<file path="src/gda_pkg.sv">
package gda_pkg;

   localparam int unsigned MonthsPerYear = 12;
   localparam int unsigned LeapCycle     = 400;
   localparam int unsigned CenturyYears  = 100;
   localparam int unsigned ReduceSteps   = 6;

   localparam logic [4:0] DaysLong     = 5'd31;
   localparam logic [4:0] DaysShort    = 5'd30;
   localparam logic [4:0] DaysFebLeap  = 5'd29;
   localparam logic [4:0] DaysFebPlain = 5'd28;

   localparam logic [3:0] MonthJan = 4'd1;
   localparam logic [3:0] MonthFeb = 4'd2;
   localparam logic [3:0] MonthApr = 4'd4;
   localparam logic [3:0] MonthJun = 4'd6;
   localparam logic [3:0] MonthSep = 4'd9;
   localparam logic [3:0] MonthNov = 4'd11;
   localparam logic [3:0] MonthDec = 4'(MonthsPerYear);

   localparam logic [2:0] ShiftFirst = 3'(ReduceSteps - 1);

   typedef struct packed {
      logic [4:0]  start_day;
      logic [3:0]  start_month;
      logic [13:0] start_year;
      logic [15:0] days_to_add;
   } gda_req_type;

   typedef struct packed {
      logic [4:0]  result_day;
      logic [3:0]  result_month;
      logic [13:0] result_year;
      logic        date_valid;
   } gda_rsp_type;

   typedef enum logic [2:0] {
      ST_IDLE,
      ST_REDUCE,
      ST_CHECK,
      ST_STEP,
      ST_FINISH
   } gda_state_type;

   typedef struct packed {
      logic load;
      logic reduce;
      logic check;
      logic advance;
      logic publish;
   } gda_ctrl_type;

   typedef struct packed {
      logic reduce_last;
      logic date_ok;
      logic count_zero;
      logic out_free;
   } gda_status_type;

   function automatic logic [4:0] month_len(input logic [3:0] month, input logic leap);
      logic [4:0] len;
      begin
         unique case (month)
            MonthFeb:                               len = leap ? DaysFebLeap : DaysFebPlain;
            MonthApr, MonthJun, MonthSep, MonthNov: len = DaysShort;
            default:                                len = DaysLong;
         endcase
         return len;
      end
   endfunction

endpackage

</file>
<file path="src/gda_sub_unit.sv">
module gda_sub_unit (
   input  logic [15:0] a,
   input  logic [15:0] b,
   output logic [15:0] diff,
   output logic        ge
);

   logic [16:0] wide;

   assign wide = {1'b0, a} - {1'b0, b};
   assign diff = wide[15:0];
   assign ge   = ~wide[16];

endmodule

</file>
<file path="src/gda_fsm.sv">
module gda_fsm (
   input  logic                    clock,
   input  logic                    reset,
   input  logic                    req_valid,
   input  gda_pkg::gda_status_type status,
   output gda_pkg::gda_ctrl_type   ctrl,
   output logic                    req_ready
);

   gda_pkg::gda_state_type state_ff, state_in;

   always_ff @(posedge clock) begin
      if (reset) begin
         state_ff <= gda_pkg::ST_IDLE;
      end else begin
         state_ff <= state_in;
      end
   end

   always_comb begin
      state_in = state_ff;
      unique case (state_ff)
         gda_pkg::ST_IDLE: begin
            if (req_valid) state_in = gda_pkg::ST_REDUCE;
         end
         gda_pkg::ST_REDUCE: begin
            if (status.reduce_last) state_in = gda_pkg::ST_CHECK;
         end
         gda_pkg::ST_CHECK: begin
            state_in = status.date_ok ? gda_pkg::ST_STEP : gda_pkg::ST_FINISH;
         end
         gda_pkg::ST_STEP: begin
            if (status.count_zero) state_in = gda_pkg::ST_FINISH;
         end
         gda_pkg::ST_FINISH: begin
            if (status.out_free) state_in = gda_pkg::ST_IDLE;
         end
         default: state_in = gda_pkg::ST_IDLE;
      endcase
   end

   always_comb begin
      req_ready    = (state_ff == gda_pkg::ST_IDLE);
      ctrl.load    = (state_ff == gda_pkg::ST_IDLE) && req_valid;
      ctrl.reduce  = (state_ff == gda_pkg::ST_REDUCE);
      ctrl.check   = (state_ff == gda_pkg::ST_CHECK);
      ctrl.advance = (state_ff == gda_pkg::ST_STEP) && !status.count_zero;
      ctrl.publish = (state_ff == gda_pkg::ST_FINISH) && status.out_free;
   end

endmodule

</file>
<file path="src/gregorian_date_add_days.sv">
// Adds a day count to a Gregorian date. One item is taken at a time; req_ready is high
// only while the block is idle. The year is first reduced modulo 400. Then a single
// shared subtractor advances the date by up to one month per cycle. An invalid start
// date comes back with date_valid low. A finished result sits in an output register
// until taken, and no new item is accepted until the result has moved into that register.
module gregorian_date_add_days (
   input  logic                 clock,
   input  logic                 reset,
   input  logic                 req_valid,
   output logic                 req_ready,
   input  gda_pkg::gda_req_type req_data,
   output logic                 rsp_valid,
   input  logic                 rsp_ready,
   output gda_pkg::gda_rsp_type rsp_data
);

   gda_pkg::gda_ctrl_type   ctrl;
   gda_pkg::gda_status_type status;

   logic [4:0]  day_ff, day_in;
   logic [3:0]  month_ff, month_in;
   logic [14:0] year_ff, year_in;
   logic [15:0] count_ff, count_in;
   logic [14:0] r400_ff, r400_in;
   logic [2:0]  shift_ff, shift_in;
   logic        valid_ff, valid_in;
   logic        rsp_valid_ff, rsp_valid_in;
   gda_pkg::gda_rsp_type rsp_data_ff, rsp_data_in;

   logic [15:0] op_a, op_b, diff;
   logic        ge;
   logic        leap, date_ok;
   logic [4:0]  len;
   logic [5:0]  rem;
   logic [8:0]  r;

   gda_fsm u_fsm (
      .clock     (clock),
      .reset     (reset),
      .req_valid (req_valid),
      .status    (status),
      .ctrl      (ctrl),
      .req_ready (req_ready)
   );

   gda_sub_unit u_sub (
      .a    (op_a),
      .b    (op_b),
      .diff (diff),
      .ge   (ge)
   );

   always_comb begin
      r    = r400_ff[8:0];
      leap = ((year_ff[1:0] == 2'd0) &&
              !(r == 9'd0 || r == 9'(gda_pkg::CenturyYears) ||
                r == 9'(2 * gda_pkg::CenturyYears) || r == 9'(3 * gda_pkg::CenturyYears)))
             || (r == 9'd0);
      len  = gda_pkg::month_len(month_ff, leap);
      rem  = {1'b0, len} - {1'b0, day_ff} + 6'd1;
      date_ok = (month_ff >= gda_pkg::MonthJan) && (month_ff <= gda_pkg::MonthDec) &&
                (year_ff != 15'd0) && (day_ff != 5'd0) && (day_ff <= len);
      if (ctrl.reduce) begin
         op_a = {1'b0, r400_ff};
         op_b = 16'(gda_pkg::LeapCycle) << shift_ff;
      end else begin
         op_a = count_ff;
         op_b = {10'd0, rem};
      end
   end

   always_comb begin
      status.reduce_last = (shift_ff == 3'd0);
      status.date_ok     = date_ok;
      status.count_zero  = (count_ff == 16'd0);
      status.out_free    = !rsp_valid_ff || rsp_ready;
   end

   always_comb begin
      day_in   = day_ff;
      month_in = month_ff;
      year_in  = year_ff;
      count_in = count_ff;
      r400_in  = r400_ff;
      shift_in = shift_ff;
      valid_in = valid_ff;
      if (ctrl.load) begin
         day_in   = req_data.start_day;
         month_in = req_data.start_month;
         year_in  = {1'b0, req_data.start_year};
         count_in = req_data.days_to_add;
         r400_in  = {1'b0, req_data.start_year};
         shift_in = gda_pkg::ShiftFirst;
         valid_in = 1'b0;
      end
      if (ctrl.reduce) begin
         if (ge) r400_in = diff[14:0];
         shift_in = shift_ff - 3'd1;
      end
      if (ctrl.check) begin
         valid_in = date_ok;
      end
      if (ctrl.advance) begin
         if (ge) begin
            count_in = diff;
            day_in   = 5'd1;
            if (month_ff == gda_pkg::MonthDec) begin
               month_in = gda_pkg::MonthJan;
               year_in  = year_ff + 15'd1;
               r400_in  = (r400_ff == 15'(gda_pkg::LeapCycle - 1)) ? 15'd0 : r400_ff + 15'd1;
            end else begin
               month_in = month_ff + 4'd1;
            end
         end else begin
            day_in   = day_ff + count_ff[4:0];
            count_in = 16'd0;
         end
      end
   end

   always_comb begin
      rsp_data_in = rsp_data_ff;
      rsp_valid_in = rsp_valid_ff;
      if (rsp_ready) rsp_valid_in = 1'b0;
      if (ctrl.publish) begin
         rsp_valid_in             = 1'b1;
         rsp_data_in.result_day   = day_ff;
         rsp_data_in.result_month = month_ff;
         rsp_data_in.result_year  = year_ff[13:0];
         rsp_data_in.date_valid   = valid_ff;
      end
   end

   always_ff @(posedge clock) begin
      if (reset) begin
         rsp_valid_ff <= 1'b0;
      end else begin
         rsp_valid_ff <= rsp_valid_in;
      end
   end

   always_ff @(posedge clock) begin
      day_ff      <= day_in;
      month_ff    <= month_in;
      year_ff     <= year_in;
      count_ff    <= count_in;
      r400_ff     <= r400_in;
      shift_ff    <= shift_in;
      valid_ff    <= valid_in;
      rsp_data_ff <= rsp_data_in;
   end

   assign rsp_valid = rsp_valid_ff;
   assign rsp_data  = rsp_data_ff;

   a_ctrl_exclusive: assert property (@(posedge clock) disable iff (reset)
      $onehot0({ctrl.load, ctrl.reduce, ctrl.check, ctrl.advance, ctrl.publish}))
      else $error("more than one control strobe active");

   a_r400_range: assert property (@(posedge clock) disable iff (reset)
      ctrl.advance |-> r400_ff < 15'(gda_pkg::LeapCycle))
      else $error("year residue out of range while stepping");

   a_day_in_month: assert property (@(posedge clock) disable iff (reset)
      ctrl.advance |-> (day_ff != 5'd0 && day_ff <= len))
      else $error("day outside month while stepping");

   a_publish_free: assert property (@(posedge clock) disable iff (reset)
      ctrl.publish |-> (!rsp_valid_ff || rsp_ready))
      else $error("result overwritten before it was taken");

endmodule

</file>
<file path="config.mk">
export PLATFORM = sky130hd
export DESIGN_NAME = gregorian_date_add_days
export DESIGN_NICKNAME = d
export VERILOG_FILES = /design/src/gda_pkg.sv /design/src/gda_sub_unit.sv /design/src/gda_fsm.sv /design/src/gregorian_date_add_days.sv
export SDC_FILE = /design/constraint.sdc
export NUM_CORES = 1
export LEC_CHECK = 0
export ABC_AREA = 1
export CAP_MARGIN = 30
export CORE_ASPECT_RATIO = 0.6
export CORE_UTILIZATION = 42
export DETAILED_ROUTE_END_ITERATION = 8
export DONT_BUFFER_PORTS = 1
export PLACE_DENSITY = 0.65
export SLEW_MARGIN = 20
export SYNTH_ARGS = -nofsm -noshare
export SYNTH_HDL_FRONTEND = slang
export SYNTH_SLANG_ARGS = --single-unit
</file>
<file path="constraint.sdc">
create_clock -name clock -period 4.1 [get_ports clock]
set_input_delay 0.205 -clock clock [delete_from_list [all_inputs] [get_ports clock]]
set_output_delay 0.205 -clock clock [all_outputs]
set_load 0.005 [all_outputs]
</file>
==> impl_metrics.json, run 1 <==
{
  "status": "finished, violations left",
  "failed_checks": "negative setup slack",
  "hold_violations": 0,
  "ys_types": 43,
  "grt_pass1_wl_um": 28400,
  "hpwlAfterDp_um": 14200,
  "critPathKind": "reg2reg",
  "worstMarginPinSlew_ns": 0.793,
  "grtUsageTotal_pct": 25.3,
  "finalMaxSlewViolations": 0,
  "cp.arrival_ns": 4.21,
  "grt-ovfl-total": 0,
  "wl_per_cell_um": 17.2,
  "layout.cells.non_filler": 1094,
  "drc_errors": 0,
  "synthToLayoutAreaGrowth_pct": 24.8,
  "slew-limit-headroom_pct": 47.1,
  "cts_htree_levels": 3,
  "gp_congestion": 0.927,
  "synth_edf_count": 49,
  "antenna_found_initial": 0,
  "fmax_ghz": 0.243,
  "synth_cells": 819,
  "cap_violations": 0,
  "cp-start-kind": "flop",
  "layout.nets": 986,
  "power_per_cell_area_mw_per_mm2": 1020,
  "setup_slack_ns": -0.0144,
  "syn_nets": 908,
  "ys_seq_area_share_pct": 36.3,
  "placed_area_mm2": 0.00681,
  "cp_max_fo": 6,
  "fin_skew_ns": 0.00868,
  "dr_total_vias": 5823,
  "finalCritPeriodShare_pct": 100,
  "critPathCaptureType": "flop",
  "clock_sinks": 87,
  "grt_pass1_vias": 5119,
  "chipHeight_um": 95.8,
  "setup-tns-final_ns": -0.0408,
  "worst_skew_pair.late_latency_ns": 0.34,
  "cts_buffers": 9,
  "vdd_drop_max_v": 0.000572,
  "num_io_pins": 69,
  "ys.flop_type": "edfxtp_1",
  "port_buffers": 0,
  "cts_root_buffer": "clkbuf_16",
  "holdWs_ns": 0.0199,
  "setup_viol": 7,
  "core_area_mm2": 0.0140,
  "dp.cells": 1054,
  "drt_iter0_markers": 526,
  "drive_gt1_share_pct": 23.5,
  "yosysWarnings": 0,
  "diodes": 0,
  "path_clk_slew_ns": 0.07,
  "first_pass_iters": 4,
  "design_area_mm2": 0.00768,
  "avgSynthCellArea_um2": 7.52,
  "cp.required_ns": 4.20,
  "p_leak_uw": 0.00350,
  "die_w_um": 158,
  "cts_buffer_depth": 2,
  "period_needed_ns": 4.11,
  "hold_class": "in2reg",
  "cts_tree": "built",
  "syn-cell-area_mm2": 0.00616,
  "grt_max_degree": 38,
  "synth_seq_cells": 87,
  "die-area_mm2": 0.0152,
  "rows": 33,
  "initial_core_util_pct": 44.1,
  "rsz0062_at_grt": "true",
  "via_per_inst": 5.32,
  "ant_nets": 0,
  "drt-total-wl_um": 18900,
  "ys_async_sr_fraction_pct": 0
}
-- through the flow --
stage	util (%)	setup WS [ns]	total power (µW)
floorplan	-	0.0475	4550
global placement	48.7	-0.131	6190
detailed placement	48.8	-0.350	6210
CTS	53.1	-0.170	7380
global route	55.0	-0.244	8420
finish	55.0	-0.0144	7830
-- routing by layer --
metal,part of all wire [%],GRT usage (%),vias up,routed length [µm]
li1,-,-,2878,-
met1,50,39.8,2686,9510
met2,40,34.2,243,7460
met3,9.3,5.99,16,1760
met4,0.73,4.49,0,137
met5,0,0,-,0
-- worst max-delay path: stages (launching register included) --
cell and delay [ns]:
dfxtp_4 0.36, inv_1 0.10, ha_1 0.21, inv_1 0.06, nor2_2 0.18, ha_1 0.26
inv_1 0.09, ha_4 0.14, inv_2 0.03, fa_2 0.33, or2_4 0.26, nand2_2 0.07
a21oi_2 0.07, xnor2_2 0.14, o21ai_1 0.14, ha_1 0.27, nand2_1 0.07, nand2_1 0.07
nand2_1 0.07, nand2_1 0.08, nand2_1 0.08, nand3_2 0.08, nand2_2 0.10, nand2_4 0.09
nand2_4 0.10, clkinvlp_4 0.11, buf_6 0.15, a22o_1 0.19
-- sequential cells by signal, summed over array words and instances (netlist names) --
| register | count |
|---|---|
| r400_ff | 15 |
| shift_ff | 3 |
| u_fsm.state_ff | 3 |
| rsp_valid | 1 |
| valid_ff | 1 |
| month_ff | 4 |
| count_ff | 16 |
| rsp_data | 24 |
| year_ff | 15 |
| day_ff | 5 |
-- Yosys cell counts, types with 6 or more instances --
master	instances	area (µm²)
nand2_1	206	773
inv_1	104	390
nand3_1	64	320
o21ai_0	62	310
nor2_1	56	210
edfxtp_1	49	1470
ha_1	43	538
dfxtp_1	38	761
a21oi_1	28	140
xor2_1	20	175
nor3_1	14	70.1
clkbuf_1	12	45.0
nand4_1	12	75.1
xnor2_1	11	96.3
nand2_2	10	62.6
o21a_1	9	67.6
a22o_1	8	70.1
or2_2	8	50.1
o211ai_1	7	52.6
buf_2	6	30.0
nor4_1	6	37.5
-- kinds of logic after synthesis --
family | Yosys count | synth area share (%)
AND/OR/NAND/NOR | 391 | 28.0
AO/OA/AOI/OAI | 134 | 13.1
buffers and inverters | 130 | 8.53
flip-flops | 87 | 36.3
adder cells (fa/ha/maj) | 46 | 9.71
XOR/XNOR | 31 | 4.41
-- timing repair --
item / CTS / global route
endpoints found under the setup margin: 55 / 55
endpoints found under the hold margin: 1 / 0
cloned: 1 / 1
buffers inserted: 12 / 10
hold buffers: 1 / 0
pin swaps: 26 / 36
resized for setup: 54 / 73
-- report_power, final --
group | leakage (µW) | switching [µW] | internal [µW]
clock | 0.000144 | 383 | 460
sequential | 0.000774 | 290 | 1340
combinational | 0.00259 | 3160 | 2190
total | 0.00350 | 3840 | 3990
-- final timing paths --
| kind | start | end | slack [ns] | cells after the start |
|---|---|---|---|---|
| max | month_ff[0] | count_ff[1] | -0.01 | 27 |
| min | req_data[31] | month_ff[1] | 0.02 | 2 |
| max reg2reg | month_ff[0] | count_ff[1] | -0.01 | 27 |
| min reg2reg | valid_ff | rsp_data[0] | 0.43 | 0 |
-- layout make-up --
class / count / area [µm²]
Multi-Input combinational cell: 603 / 3700
Inverter: 107 / 409
Fill cell: 1310 / 6270
Sequential cell: 87 / 2240
Timing Repair Buffer: 89 / 785
Clock buffer: 10 / 250
Clock inverter: 6 / 57.6
Tap cell: 192 / 240
-- layout by cell type, fill, tap and decap left out, drive strengths merged --
| cell type | synthesis | layout |
|---|---|---|
| a21oi | 28 | 28 |
| a22o | 8 | 8 |
| a22oi | 1 | 1 |
| a31oi | 3 | 3 |
| and2 | 1 | 1 |
| and3 | 1 | 1 |
| buf | 11 | 87 |
| clkbuf | 12 | 11 |
| clkinv | 2 | 1 |
| clkinvlp | 0 | 4 |
| dfxtp | 38 | 38 |
| dlygate4sd3 | 0 | 1 |
| edfxtp | 49 | 49 |
| fa | 3 | 3 |
| ha | 43 | 43 |
| inv | 105 | 108 |
| nand2 | 217 | 217 |
| nand3 | 66 | 66 |
| nand3b | 5 | 5 |
| nand4 | 12 | 12 |
| nor2 | 60 | 61 |
| nor3 | 14 | 14 |
| nor3b | 1 | 1 |
| nor4 | 6 | 6 |
| o2111ai | 1 | 1 |
| o211ai | 12 | 12 |
| o21a | 9 | 9 |
| o21ai | 67 | 67 |
| o21bai | 2 | 2 |
| o31ai | 3 | 3 |
| or2 | 8 | 8 |
| xnor2 | 11 | 11 |
| xor2 | 20 | 20 |
Power figures use the tool's default switching activity.
==> inputs of run 2 (changes only) <==
--- a/config.mk
+++ b/config.mk
@@ -12,6 +12,7 @@
 export DETAILED_ROUTE_END_ITERATION = 8
 export DONT_BUFFER_PORTS = 1
 export PLACE_DENSITY = 0.65
+export RECOVER_POWER = 100
 export SLEW_MARGIN = 20
 export SYNTH_ARGS = -nofsm -noshare
 export SYNTH_HDL_FRONTEND = slang
==> run 2 against run 1 <==
- the run still ends with negative setup slack left
- maximum frequency about the same
- worst setup slack got worse by 0.0016 ns
- sequential power about the same
- register-to-register slack about the same
- wire length about the same
- flip-flop and latch count unchanged
- core utilization decreased by 0.11 points
- combinational power about the same
- final cell count unchanged
- global-route usage unchanged
- highest routed layer unchanged
==> impl_metrics.json, run 2 (same netlist as run 1, synthesis figures left out) <==
{
  "hold_violations": 0,
  "slew-limit-headroom_pct": 47.4,
  "cp_max_fo": 6,
  "layout.nets": 986,
  "cts_buffers": 9,
  "grtUsageTotal_pct": 25.3,
  "wl_per_cell_um": 17.2,
  "synthToLayoutAreaGrowth_pct": 24.5,
  "cp.required_ns": 4.20,
  "holdWs_ns": 0.0228,
  "power_per_cell_area_mw_per_mm2": 1020,
  "fin_skew_ns": 0.00830,
  "dr_total_vias": 5811,
  "grt-ovfl-total": 0,
  "failed_checks": "negative setup slack",
  "period_needed_ns": 4.12,
  "drc_errors": 0,
  "antenna_found_initial": 0,
  "cts_tree": "built",
  "num_io_pins": 69,
  "largest_register_ffs": 24,
  "critPathCaptureType": "flop",
  "final_common_cell": "nand2_1",
  "worstMarginPinSlew_ns": 0.788,
  "first_pass_iters": 5,
  "crit_start": "month_ff[0]",
  "grt_pass1_vias": 5119,
  "p_total_uw": 7810,
  "initial_core_util_pct": 44.1,
  "path_clk_slew_ns": 0.07,
  "gp_congestion": 0.927,
  "grt_max_degree": 38,
  "ant_nets": 0,
  "cp-start-kind": "flop",
  "cp.arrival_ns": 4.21,
  "cts_htree_levels": 3,
  "rsz0062_at_grt": "true",
  "setup_slack_ns": -0.0160,
  "fill_cells": 1318,
  "finalCritPeriodShare_pct": 100,
  "diodes": 0,
  "hold_class": "in2reg",
  "layout.cells.non_filler": 1094,
  "drive_gt1_share_pct": 23.1,
  "cap_violations": 0,
  "core_area_mm2": 0.0140,
  "min_from": "req_data[31]",
  "die_w_um": 158,
  "cts_root_buffer": "clkbuf_16",
  "hpwlAfterDp_um": 14200,
  "status": "finished, violations left",
  "port_buffers": 0,
  "finalMaxSlewViolations": 0,
  "grt_pass1_wl_um": 28400,
  "critPathKind": "reg2reg",
  "via_per_inst": 5.31,
  "drt-total-wl_um": 18900,
  "dp.cells": 1054,
  "setup_viol": 7,
  "chipHeight_um": 95.8,
  "rows": 33,
  "worst_skew_pair.late_latency_ns": 0.34,
  "p_leak_uw": 0.00349,
  "drt_iter0_markers": 516,
  "fmax_ghz": 0.243,
  "cts_buffer_depth": 2,
  "vdd_drop_max_v": 0.000571,
  "die-area_mm2": 0.0152,
  "layout_common_cells": "nand2_1, inv_1, buf_4",
  "r2r-start": "month_ff[0]",
  "clock_sinks": 87
}
[run 2: cell count changes in the layout (fill, tap and decap cells not counted)]
cell,previous run,this run
buf_4,71,67
clkbuf_1,0,4
[run 2: through the flow]
stage                     cell area [µm²]  utilization (%)  setup slack, ns  TNS, ns
after detailed placement             6810             48.8           -0.350   -11.82
after global placement               6800             48.7           -0.131    -1.99
after CTS                            7410             53.1           -0.170    -5.42
final                                7670             54.9          -0.0160  -0.0419
after global routing                 7670             54.9           -0.244    -9.38
after floorplan                      6160                -           0.0475        0
[run 2: power breakdown]
part	internal (µW)	switching, µW	leakage (µW)
Clock	460	383	0.000144
Sequential	1340	290	0.000774
Combinational	2170	3160	0.00257
Total	3970	3840	0.00349
[run 2: worst paths after layout]
kind              cells after the start  slack [ns]           to
setup reg to reg                     27       -0.02  count_ff[5]
hold reg to reg                       0        0.44  rsp_data[0]
setup / recovery                     27       -0.02  count_ff[5]
hold / removal                        2        0.02  month_ff[1]
[run 2: what timing repair did]
action	in CTS	in global routing
endpoints found under the setup margin	55	55
gates cloned	1	1
setup buffers	12	10
pin swaps	26	36
hold buffers	1	0
endpoints found under the hold margin	1	0
gates resized for setup	54	73
[run 2: layer usage]
metal	up-vias	GRT usage (%)	share of wire (%)	routed length (µm)
met5	-	0	0	0
met4	0	4.49	0.73	137
met3	16	5.99	9.1	1710
met2	233	34.2	40	7470
met1	2683	39.8	51	9530
li1	2879	-	-	-
[run 2: critical path, stage by stage, from the launching register on]
cell and delay, ns:
dfxtp_4 0.36, inv_1 0.10, ha_1 0.21, inv_1 0.06, nor2_2 0.18, ha_1 0.26
inv_1 0.09, ha_4 0.14, inv_2 0.03, fa_2 0.33, or2_4 0.26, nand2_2 0.07
a21oi_2 0.07, xnor2_2 0.14, o21ai_1 0.14, ha_1 0.27, nand2_1 0.07, nand2_1 0.07
nand2_1 0.07, nand2_1 0.08, nand2_1 0.08, nand3_2 0.08, nand2_2 0.10, nand2_4 0.09
nand2_4 0.10, clkinvlp_4 0.11, buf_6 0.15, a22o_1 0.19
[run 2: layout make-up]
class | instances | area, µm² | share of cell area, %
Clock inverter | 6 | 57.6 | 0.751
Timing Repair Buffer | 89 | 769 | 10.0
Clock buffer | 10 | 250 | 3.26
Multi-Input combinational cell | 603 | 3700 | 48.2
Inverter | 107 | 409 | 5.34
Sequential cell | 87 | 2240 | 29.3
Tap cell | 192 | 240 | 3.13
==> inputs of run 3 (changes only) <==
--- a/config.mk
+++ b/config.mk
@@ -11,7 +11,6 @@
 export CORE_UTILIZATION = 42
 export DETAILED_ROUTE_END_ITERATION = 8
 export DONT_BUFFER_PORTS = 1
-export PLACE_DENSITY = 0.65
 export RECOVER_POWER = 100
 export SLEW_MARGIN = 20
 export SYNTH_ARGS = -nofsm -noshare
==> run 3 against run 2 <==
- the run ends with max-capacitance violations, max-slew violations, negative setup slack left
- critical path depth decreased by 1
- final cell count rose by 2.0%
- core utilization is 2.2 points higher
- non-clock buffer count up 20
- register-to-register slack got worse by 0.04 ns
- critical path type unchanged
- largest cell class unchanged
==> impl_metrics.json, run 3 (same netlist as run 1, synthesis figures left out) <==
{
  "status": "finished, violations left",
  "failed_checks": "max-capacitance violations, max-slew violations, negative setup slack",
  "first_pass_iters": 4,
  "cts_htree_levels": 3,
  "timing.rr.end": "count_ff[8]",
  "critPathBufInv": 5,
  "combPwrFrac_pct": 69.0,
  "worst_skew_pair.late_latency_ns": 0.35,
  "hold_violations": 0,
  "finish.utilization_pct": 57.1,
  "r2r_slack_ns": -0.06,
  "setup_viol": 20,
  "cts_tree": "built",
  "cts_root_buffer": "clkbuf_16",
  "grt_pass1_vias": 5350,
  "p_switching_uw": 4000,
  "initial_core_util_pct": 44.1,
  "hold_end": "month_ff[1]",
  "cp-start-kind": "flop",
  "clock_sinks": 87,
  "layout.nets": 1007,
  "drive_gt1_share_pct": 26.1,
  "die_w_um": 158,
  "setup_slack_ns": -0.0568,
  "drt-total-wl_um": 20700,
  "slew-limit-headroom_pct": -11.8,
  "pwr-share-seq_pct": 20.2,
  "wl_per_cell_um": 18.5,
  "dr_total_vias": 6036,
  "layout.cells.non_filler": 1116,
  "core_area_mm2": 0.0140,
  "drt_iter0_markers": 594,
  "cts_buffers": 9,
  "design_area_mm2": 0.00797,
  "via_per_inst": 5.41,
  "critPathSlowestCell": "ha_1",
  "fin_skew_ns": 0.0104,
  "finalMaxSlewViolations": 39,
  "vdd_drop_max_v": 0.000484,
  "fill_cells": 1317,
  "period_needed_ns": 4.16,
  "hpwlAfterDp_um": 14900,
  "num_io_pins": 69,
  "synthToLayoutAreaGrowth_pct": 29.4,
  "critPathMostFrequentCell": "nand2_2",
  "crit_family": "adder cells",
  "internal_power_uw": 4190,
  "cts_buffer_depth": 2,
  "port_buffers": 0,
  "gp_congestion": 0.976,
  "cp.arrival_ns": 4.26,
  "placed_area_mm2": 0.00679,
  "worstRegToRegCells": 26,
  "finalCritPeriodShare_pct": 101,
  "worstMarginPinSlew_ns": 1.68,
  "path_clk_slew_ns": 0.07,
  "power_per_cell_area_mw_per_mm2": 1030,
  "largest_register_ffs": 24,
  "grt_pass1_wl_um": 30000,
  "rsz0062_at_grt": "true",
  "dp.cells": 1054,
  "grt-ovfl-total": 0,
  "cp_max_fo": 3,
  "die-area_mm2": 0.0152,
  "fmax_ghz": 0.241,
  "grtUsageTotal_pct": 26.8,
  "critPathCaptureType": "flop",
  "chipHeight_um": 95.8,
  "clkPwrFrac_pct": 10.8,
  "layout_common_cells": "nand2_1, inv_1, buf_4",
  "drc_errors": 0,
  "hold-path-cell-count": 2,
  "cap_violations": 1,
  "r2r-start": "r400_ff[1]",
  "p_leak_uw": 0.00364,
  "rows": 33,
  "crit_start": "r400_ff[1]",
  "critPathKind": "reg2reg",
  "ant_nets": 0,
  "grt_max_degree": 40,
  "hold_class": "in2reg",
  "switching_share_pct": 48.8,
  "cpPeakStageDelay_ns": 0.34,
  "post-place-ws_ns": -0.354,
  "final_common_cell": "nand2_1",
  "min_from": "req_data[31]",
  "cp.required_ns": 4.20,
  "antenna_found_initial": 0
}
## run 3: changes by cell type in the layout (fill, tap and decap cells not counted), moves of 3 or more
cell / before / now
a21oi_1: 24 / 20
clkbuf_16: 10 / 13
nand2_1: 193 / 184
clkbuf_1: 4 / 7
nor2_2: 13 / 5
nand3_2: 10 / 19
o21ai_0: 44 / 50
nand3_1: 54 / 47
o21ai_2: 12 / 5
a21oi_2: 4 / 8
nor2_4: 2 / 7
buf_4: 67 / 82
nand2_2: 19 / 28
## run 3: timing repair
item / 4_1_cts / 5_1_grt
endpoints found under the hold margin: 1 / 0
cloned: 3 / 4
gates resized for setup: 60 / 82
endpoints found under the setup margin: 55 / 55
pin swaps: 21 / 34
hold buffers: 1 / 0
buffers inserted: 31 / 7
## run 3: power by group through the flow
stage                     combinational, µW  sequential (µW)  clock (µW)
after floorplan                        2980             1570           0
after global placement                 4530             1630           0
after detailed placement               4580             1640           0
after CTS                              5060             1630         890
after global routing                   6130             1690         923
final                                  5660             1650         884
## run 3: worst max path at each step
stage                              end  slack (ns)  depth (start not counted)
after CTS                 count_ff[13]       -0.15                         27
final                      count_ff[8]       -0.06                         26
after global routing       count_ff[5]       -0.25                         26
after floorplan           count_ff[13]        0.05                         30
after detailed placement  count_ff[15]       -0.35                         25
after global placement     month_ff[0]       -0.19                         28
## run 3: cell type report
type | count | area, µm² | area share, %
clock inverter | 6 | 75.1 | 0.942
clock buffer | 10 | 239 | 3.00
tap | 192 | 240 | 3.02
timing repair buffer | 109 | 981 | 12.3
antenna | 1 | 2.50 | 0.0314
timing repair inverter | 1 | 7.51 | 0.0942
multi-input combinational | 603 | 3760 | 47.2
sequential | 87 | 2250 | 28.2
inverter | 107 | 413 | 5.18
## run 3: metrics by stage
stage	setup TNS [ns]	total power, µW	hold WS [ns]
2_1_floorplan	0	4550	0.277
3_3_place_gp	-6.43	6160	0.278
3_5_place_dp	-13.59	6220	0.283
4_1_cts	-4.54	7580	0.0246
5_1_grt	-8.45	8750	0.0302
6_report	-0.298	8190	0.0294
## run 3: per-layer routing
layer	GRT usage, %	vias up	wire length [µm]	share of wire, %
li1	-	2934	-	-
met4	6.17	0	218	1.1
met2	38.7	236	8680	42
met1	40.5	2849	10200	49
met3	5.18	17	1580	7.6
met5	0	-	0	0
